===== config.mk =====
export PLATFORM = sky130hd
export DESIGN_NAME = credential_table_unit
export DESIGN_NICKNAME = d
export VERILOG_FILES = /design/src/hw/rtl/ctu_pkg.sv /design/src/hw/rtl/ctu_cell.sv /design/src/hw/rtl/credential_table_unit.sv
export SDC_FILE = /design/constraint.sdc
export NUM_CORES = 2
export LEC_CHECK = 0
export ABC_AREA = 1
export BUFFER_PORTS_ARGS = -buffer_cell sky130_fd_sc_hd__buf_2
export CORE_UTILIZATION = 30
export CTS_BUF_LIST = sky130_fd_sc_hd__clkbuf_4
export DETAILED_ROUTE_END_ITERATION = 10
export PLACE_DENSITY_LB_ADDON = 0.05
export SETUP_SLACK_MARGIN = 0.3
export SLEW_MARGIN = 20
export SYNTH_ARGS = -nofsm -noshare
export SYNTH_HDL_FRONTEND = slang
export SYNTH_HIERARCHICAL = 1
export SYNTH_SLANG_ARGS = --single-unit

===== constraint.sdc =====
create_clock -name clock -period 12.78 [get_ports clock]
set_clock_uncertainty 0.15 [all_clocks]
set_input_delay 1.278 -clock clock [delete_from_list [all_inputs] [get_ports clock]]
set_output_delay 1.278 -clock clock [all_outputs]
set_load 0.05 [all_outputs]

===== src/hw/rtl/ctu_pkg.sv =====
package ctu_pkg;

   localparam int CODE_W   = 64;
   localparam int TARGET_W = 4;

   localparam logic [CODE_W-1:0] CODE_ADMIN_DEFAULT = 64'h3837_3635_3433_3231;
   localparam logic [CODE_W-1:0] CODE_USER_DEFAULT  = 64'h3030_3030_3030_3030;
   localparam logic [7:0]        BYTE_ERASED        = 8'hFF;

   typedef enum logic [1:0] {
      OP_AUTH   = 2'd0,
      OP_ADD    = 2'd1,
      OP_REMOVE = 2'd2,
      OP_CHANGE = 2'd3
   } op_type;

   localparam logic [1:0] ROLE_NONE  = 2'd0;
   localparam logic [1:0] ROLE_ADMIN = 2'd1;
   localparam logic [1:0] ROLE_USER  = 2'd2;

   typedef struct packed {
      logic [1:0]          op;
      logic [CODE_W-1:0]   code_bytes;
      logic                role_admin;
      logic [TARGET_W-1:0] target_slot;
   } req_type;

   typedef struct packed {
      logic                ok;
      logic [1:0]          found_role;
      logic [TARGET_W-1:0] slot_used;
   } rsp_type;

   typedef struct packed {
      op_type              op;
      logic [CODE_W-1:0]   code;
      logic                role_admin;
      logic [TARGET_W-1:0] target_slot;
      logic                len_ok;
   } cmd_type;

   typedef struct packed {
      logic                valid;
      logic                hit;
      logic                admin;
      logic [TARGET_W-1:0] slot;
   } token_type;

   // Keeps the bytes before the first zero byte and clears the rest.
   function automatic logic [CODE_W-1:0] canon_code(input logic [CODE_W-1:0] c);
      logic                keep;
      logic [CODE_W-1:0]   r;
      keep = 1'b1;
      r    = '0;
      for (int b = 0; b < CODE_W / 8; b++) begin
         keep = keep & (c[8*b +: 8] != 8'd0);
         if (keep) begin
            r[8*b +: 8] = c[8*b +: 8];
         end
      end
      return r;
   endfunction

   function automatic logic lead_len_ok(input logic [CODE_W-1:0] c);
      return (c[7:0] != 8'd0) && (c[15:8] != 8'd0) &&
             (c[23:16] != 8'd0) && (c[31:24] != 8'd0);
   endfunction

endpackage


===== src/hw/rtl/ctu_cell.sv =====
module ctu_cell #(
   parameter int CELL_INDEX = 0
) (
   input  logic               clock,
   input  logic               reset,
   input  ctu_pkg::cmd_type   cmd,
   input  ctu_pkg::token_type prev_tok,
   output ctu_pkg::token_type tok_out
);

   localparam logic [ctu_pkg::CODE_W-1:0] RESET_CODE =
      (CELL_INDEX == 0) ? ctu_pkg::CODE_ADMIN_DEFAULT :
      (CELL_INDEX == 1) ? ctu_pkg::CODE_USER_DEFAULT  : '0;
   localparam logic RESET_ADMIN = (CELL_INDEX == 0);
   localparam logic RESET_NAMED = (CELL_INDEX < 2);
   localparam logic ADDRESSABLE = (CELL_INDEX < (1 << ctu_pkg::TARGET_W));
   localparam logic [ctu_pkg::TARGET_W-1:0] CELL_LOW = ctu_pkg::TARGET_W'(CELL_INDEX);

   logic [ctu_pkg::CODE_W-1:0] code_ff, code_in;
   logic                       admin_ff, admin_in;
   logic                       named_ff, named_in;
   ctu_pkg::token_type         tok_ff, tok_in;

   logic [7:0] first_byte;
   logic       is_target;
   logic       owner_ok;
   logic       take;

   always_comb begin
      first_byte = code_ff[7:0];
      is_target  = ADDRESSABLE && (cmd.target_slot == CELL_LOW);
      owner_ok   = named_ff && (admin_ff == cmd.role_admin);
      code_in    = code_ff;
      admin_in   = admin_ff;
      named_in   = named_ff;
      tok_in     = prev_tok;
      take       = 1'b0;
      if (prev_tok.valid && !prev_tok.hit) begin
         case (cmd.op)
            ctu_pkg::OP_AUTH: begin
               if ((first_byte != 8'd0) && (first_byte != ctu_pkg::BYTE_ERASED) &&
                   (code_ff == cmd.code)) begin
                  take         = 1'b1;
                  tok_in.admin = admin_ff;
               end
            end
            ctu_pkg::OP_ADD: begin
               if (first_byte == 8'd0) begin
                  take     = 1'b1;
                  code_in  = cmd.code;
                  admin_in = cmd.role_admin;
                  named_in = 1'b1;
               end
            end
            ctu_pkg::OP_REMOVE: begin
               if (is_target && owner_ok) begin
                  take     = 1'b1;
                  code_in  = '0;
                  admin_in = 1'b0;
                  named_in = 1'b0;
               end
            end
            ctu_pkg::OP_CHANGE: begin
               if (is_target && owner_ok && cmd.len_ok) begin
                  take    = 1'b1;
                  code_in = cmd.code;
               end
            end
            default: begin
               take = 1'b0;
            end
         endcase
      end
      if (take) begin
         tok_in.hit  = 1'b1;
         tok_in.slot = CELL_LOW;
      end
   end

   always_ff @(posedge clock) begin
      if (reset) begin
         code_ff  <= RESET_CODE;
         admin_ff <= RESET_ADMIN;
         named_ff <= RESET_NAMED;
         tok_ff   <= '0;
      end else begin
         code_ff  <= code_in;
         admin_ff <= admin_in;
         named_ff <= named_in;
         tok_ff   <= tok_in;
      end
   end

   assign tok_out = tok_ff;

endmodule


===== src/hw/rtl/credential_table_unit.sv =====
// Table of SLOT_COUNT access codes with authenticate, add, remove and change operations.
// A word is taken when start is high while busy is low; busy then stays high until the
// result has been shown. Each slot lives in its own cell, and a request token walks the
// row of cells one cell per clock: a word passes the launch register and then the
// register of each cell, and the result is shown from the last cell; no new word is
// taken before that. The result appears on rsp_word for exactly one cycle with
// rsp_strobe high and must be taken then, since the receiver cannot hold it off.
module credential_table_unit #(
   parameter int SLOT_COUNT = 16
) (
   input  logic             clock,
   input  logic             reset,
   input  logic             start,
   output logic             busy,
   input  ctu_pkg::req_type req_word,
   output logic             rsp_strobe,
   output ctu_pkg::rsp_type rsp_word
);

   logic               busy_ff, busy_in;
   ctu_pkg::cmd_type   cmd_ff, cmd_in;
   ctu_pkg::token_type launch_ff, launch_in;
   ctu_pkg::token_type tokens [SLOT_COUNT+1];
   ctu_pkg::token_type last_tok;
   logic [SLOT_COUNT:0] tok_valid;
   logic               accept;

   assign accept = start && !busy_ff;

   always_comb begin
      busy_in = busy_ff;
      if (accept) begin
         busy_in = 1'b1;
      end else if (rsp_strobe) begin
         busy_in = 1'b0;
      end
      cmd_in = cmd_ff;
      if (accept) begin
         cmd_in.op          = ctu_pkg::op_type'(req_word.op);
         cmd_in.code        = ctu_pkg::canon_code(req_word.code_bytes);
         cmd_in.role_admin  = req_word.role_admin;
         cmd_in.target_slot = req_word.target_slot;
         cmd_in.len_ok      = ctu_pkg::lead_len_ok(req_word.code_bytes);
      end
      launch_in       = '0;
      launch_in.valid = accept;
   end

   always_ff @(posedge clock) begin
      if (reset) begin
         busy_ff   <= 1'b0;
         launch_ff <= '0;
      end else begin
         busy_ff   <= busy_in;
         launch_ff <= launch_in;
      end
   end

   always_ff @(posedge clock) begin
      cmd_ff <= cmd_in;
   end

   assign tokens[0]    = launch_ff;
   assign tok_valid[0] = launch_ff.valid;

   for (genvar i = 0; i < SLOT_COUNT; i++) begin : g_cell
      ctu_cell #(
         .CELL_INDEX(i)
      ) u_cell (
         .clock    (clock),
         .reset    (reset),
         .cmd      (cmd_ff),
         .prev_tok (tokens[i]),
         .tok_out  (tokens[i+1])
      );
      assign tok_valid[i+1] = tokens[i+1].valid;
   end

   always_comb begin
      last_tok            = tokens[SLOT_COUNT];
      rsp_strobe          = last_tok.valid;
      rsp_word.ok         = last_tok.hit;
      rsp_word.found_role = ctu_pkg::ROLE_NONE;
      if (last_tok.hit && (cmd_ff.op == ctu_pkg::OP_AUTH)) begin
         rsp_word.found_role = last_tok.admin ? ctu_pkg::ROLE_ADMIN : ctu_pkg::ROLE_USER;
      end
      rsp_word.slot_used = last_tok.hit ? last_tok.slot : '0;
   end

   assign busy = busy_ff;

   a_one_token: assert property (@(posedge clock) disable iff (reset)
      $onehot0(tok_valid))
      else $error("more than one request token in the cell row");

   a_latency: assert property (@(posedge clock) disable iff (reset)
      accept |-> ##(SLOT_COUNT + 1) rsp_strobe)
      else $error("result did not arrive after the walk of the row");

   a_token_busy: assert property (@(posedge clock) disable iff (reset)
      (tok_valid != '0) |-> busy_ff)
      else $error("request token in flight while not busy");

   a_role_auth_only: assert property (@(posedge clock) disable iff (reset)
      (rsp_strobe && (cmd_ff.op != ctu_pkg::OP_AUTH)) |->
         (rsp_word.found_role == ctu_pkg::ROLE_NONE))
      else $error("role reported for an operation other than authenticate");

endmodule

==> flow_summary.toml <==
[run_status]
status = "finished, final reports clean"

[yosys]
synth_top_area_cell = "dfxtp_1"
synth-edff-count = 72
yosysSeqAreaShare = 0.350
synth_area_leaders = "dfxtp_1 32%, nand2_1 18%, nor2_1 11%"
syn_area_um2 = 73100
synth_cell_types = 52
yosys.cell_count.top_type = "nand2_1"
synth_common_cells = "3463 x nand2_1, 2236 x nor2_1, 2115 x inv_1"
yosysTopAreaCellShare = 0.321
synth-seq-cells = 1242
ys.flop_type = "dfxtp_1"
async_flop_share = 0
syn_avg_cell_area_um2 = 5.96
synth_cells = 12300
yosysWarnings = 6

[hold_path]
hp-class = "input port to flop"

[floorplan]
start_util = 0.303
num_rows = 180
fp.coreArea_um2 = 241000
die_area_um2 = 246000
die_h_um = 495
ios = 83
fp.dieW_um = 495

[worst_setup_path]
cp.arrival_ns = 3.04
reg2reg_slack_ns = 8.79
cp_max_fo = 31
critical_path_class = "flop to primary output"
cp_slowest_stage_delay_ns = 0.46
crit_top_cell = "nor2_1"
end_kind = "primary output"
cp.required_ns = 11.35
cp_slowest_cell = "nor2_1"
path_cells = "buf_4, nor2_1, nand2_1, nor2_1, buf_2"
critPathLaunchType = "flop"

[detailed_routing]
viasPerCell = 4.74
drc = 0
route.detailed.wl_per_inst_um = 20.2
first_iter_violations = 6334
dr.pass1.iters = 6
antenna_left = 0
drt-total-wl_mm = 322
via_count = 75700

[power]
p_leak_nw = 37.7
ir_worst_vdd_v = 0.0000807
p_per_area_nw_per_um2 = 114
power_w = 0.00933

[sta]
tns_ns = 0
relSlewSlack = 0.219
fin_crit_sh = 0.350
fmax_ghz = 0.224
final-max-slew-violation-count = 0
finalHoldViolCount = 0
rsz0062_at_grt = "false"
period_minus_slack_ns = 4.47
finalSetupViolCount = 0
max_slew.worst_pin.slew_ns = 1.17
fin_ws_ns = 8.31

[final_layout]
area_growth_pct = 11.7
layout-drive-gt1-share = 0.0831
nNetsFinal = 12600

[clock_network]
clock_path_buffers = 4
cts-root-buf = "clkbuf_4"
numCtsBuffers = 403
tritoncts = "built"
worst_skew_pair.late_latency_ns = 1.45
cts_resized = 0
cts_sinks = 1242
htreeDepth = 5
cts.clk_slew.worst_paths_ns = 0.07

[global_routing]
grt_pass1_wl_mm = 467
antenna_found_initial = 33
grt_start_max_net_pins = 157
grt_usage = 0.257
grt_pass1_vias = 70500
overflow = 0

[placement]
port_buffers = 82
routabilityCongestion = 0.841
detailedPlace.worstSlack_ns = 8.70
dp_hpwl_mm = 202

[flow_run]
cap_violations = 0
cell families (layout without fill, tap and decap cells):
kind of cell    count (synthesis)  after routing  synth area share
simple gates                 6319           6319             0.345
xor+xnor                      155            155            0.0186
other cells                     1             15         0.0000513
buf+inv                      2604           3133             0.151
compound gates               1930           1930             0.136
flops                        1242           1242             0.350
worst paths after layout:
kind | from | endpoint | cells after the start
min | req_word[40] | cmd_ff[41]$_SDFFCE_PN0P_ | 3
max | cmd_ff[71]$_DFFE_PP_ | rsp_word[5] | 5
max reg2reg | cmd_ff[5]$_DFFE_PP_ | g_cell[1].u_cell/code_ff[52]$_SDFFE_PP1P_ | 10
min reg2reg | g_cell[0].u_cell/tok_out[2]$_SDFF_PP0_ | g_cell[1].u_cell/tok_out[2]$_SDFF_PP0_ | 2
metrics by stage:
step / instance area (µm²) / util / hold WS (ns) / instances
floorplan: 73100 / - / 0.244 / 12300
global placement: 76100 / 0.315 / 0.251 / 15200
detailed placement: 76100 / 0.316 / 0.251 / 15300
CTS: 81600 / 0.338 / 0.0457 / 16000
global route: 81600 / 0.338 / 0.0944 / 16000
finish: 81600 / 0.338 / 0.251 / 16000
final cells by class:
| type | instances | area [µm²] |
|---|---|---|
| multi-input cells | 8411 | 36600 |
| clock buffers | 578 | 4340 |
| repair buffers | 339 | 2640 |
| flip-flops and latches | 1242 | 25600 |
| inverters | 2145 | 8060 |
| diodes | 8 | 20.0 |
| clock inverters | 71 | 383 |
| well taps | 3185 | 3990 |
| fillers | 26700 | 160000 |
timing repair:
| action | 4_1_cts | 5_1_grt |
|---|---|---|
| endpoints found under the hold margin | 85 | 0 |
| hold buffers | 72 | 0 |
| setup buffers | 0 | 0 |
metal layers:
layer	track usage	routed length, µm	vias up
met1	0.364	155000	35100
li1	-	-	38100
met4	0.0749	8270	10
met3	0.0341	18000	410
met2	0.403	141000	2049
met5	0	64	-
flip-flops by register name, indices dropped and copies added, names as in the netlist:
name / cells
g_cell.u_cell/tok_out: 112
g_cell.u_cell/code_ff: 1024
g_cell.u_cell/named_ff: 16
busy: 1
cmd_ff: 72
g_cell.u_cell/admin_ff: 16
launch_ff: 1
critical path, delay by kind of cell (launching register included):
| family | cells | cell delay, ns |
|---|---|---|
| and+or+nand+nor | 3 | 0.71 |
| buffers and inverters | 2 | 0.54 |
| DFF | 1 | 0.40 |
power by group:
group	leakage, nW	internal, W	switching, W
Combinational	24.7	0.000319	0.000968
Sequential	10.1	0.00394	0.0000274
Clock	2.83	0.00212	0.00195
placed cells by master (no fill, tap or decap), types with 63 or more instances in the layout:
cell type,count
buf_4,177
edfxtp_1,72
a21oi_1,912
clkbuf_4,578
nand4_1,189
inv_1,2104
o21ai_0,530
nor2_1,2230
dlygate4sd3_1,72
nand3_1,265
buf_2,81
o21ai_1,426
clkinv_1,63
dfxtp_1,1170
xnor2_1,122
nand2_1,3460
Note: power is estimated with default switching activity, not from simulation.
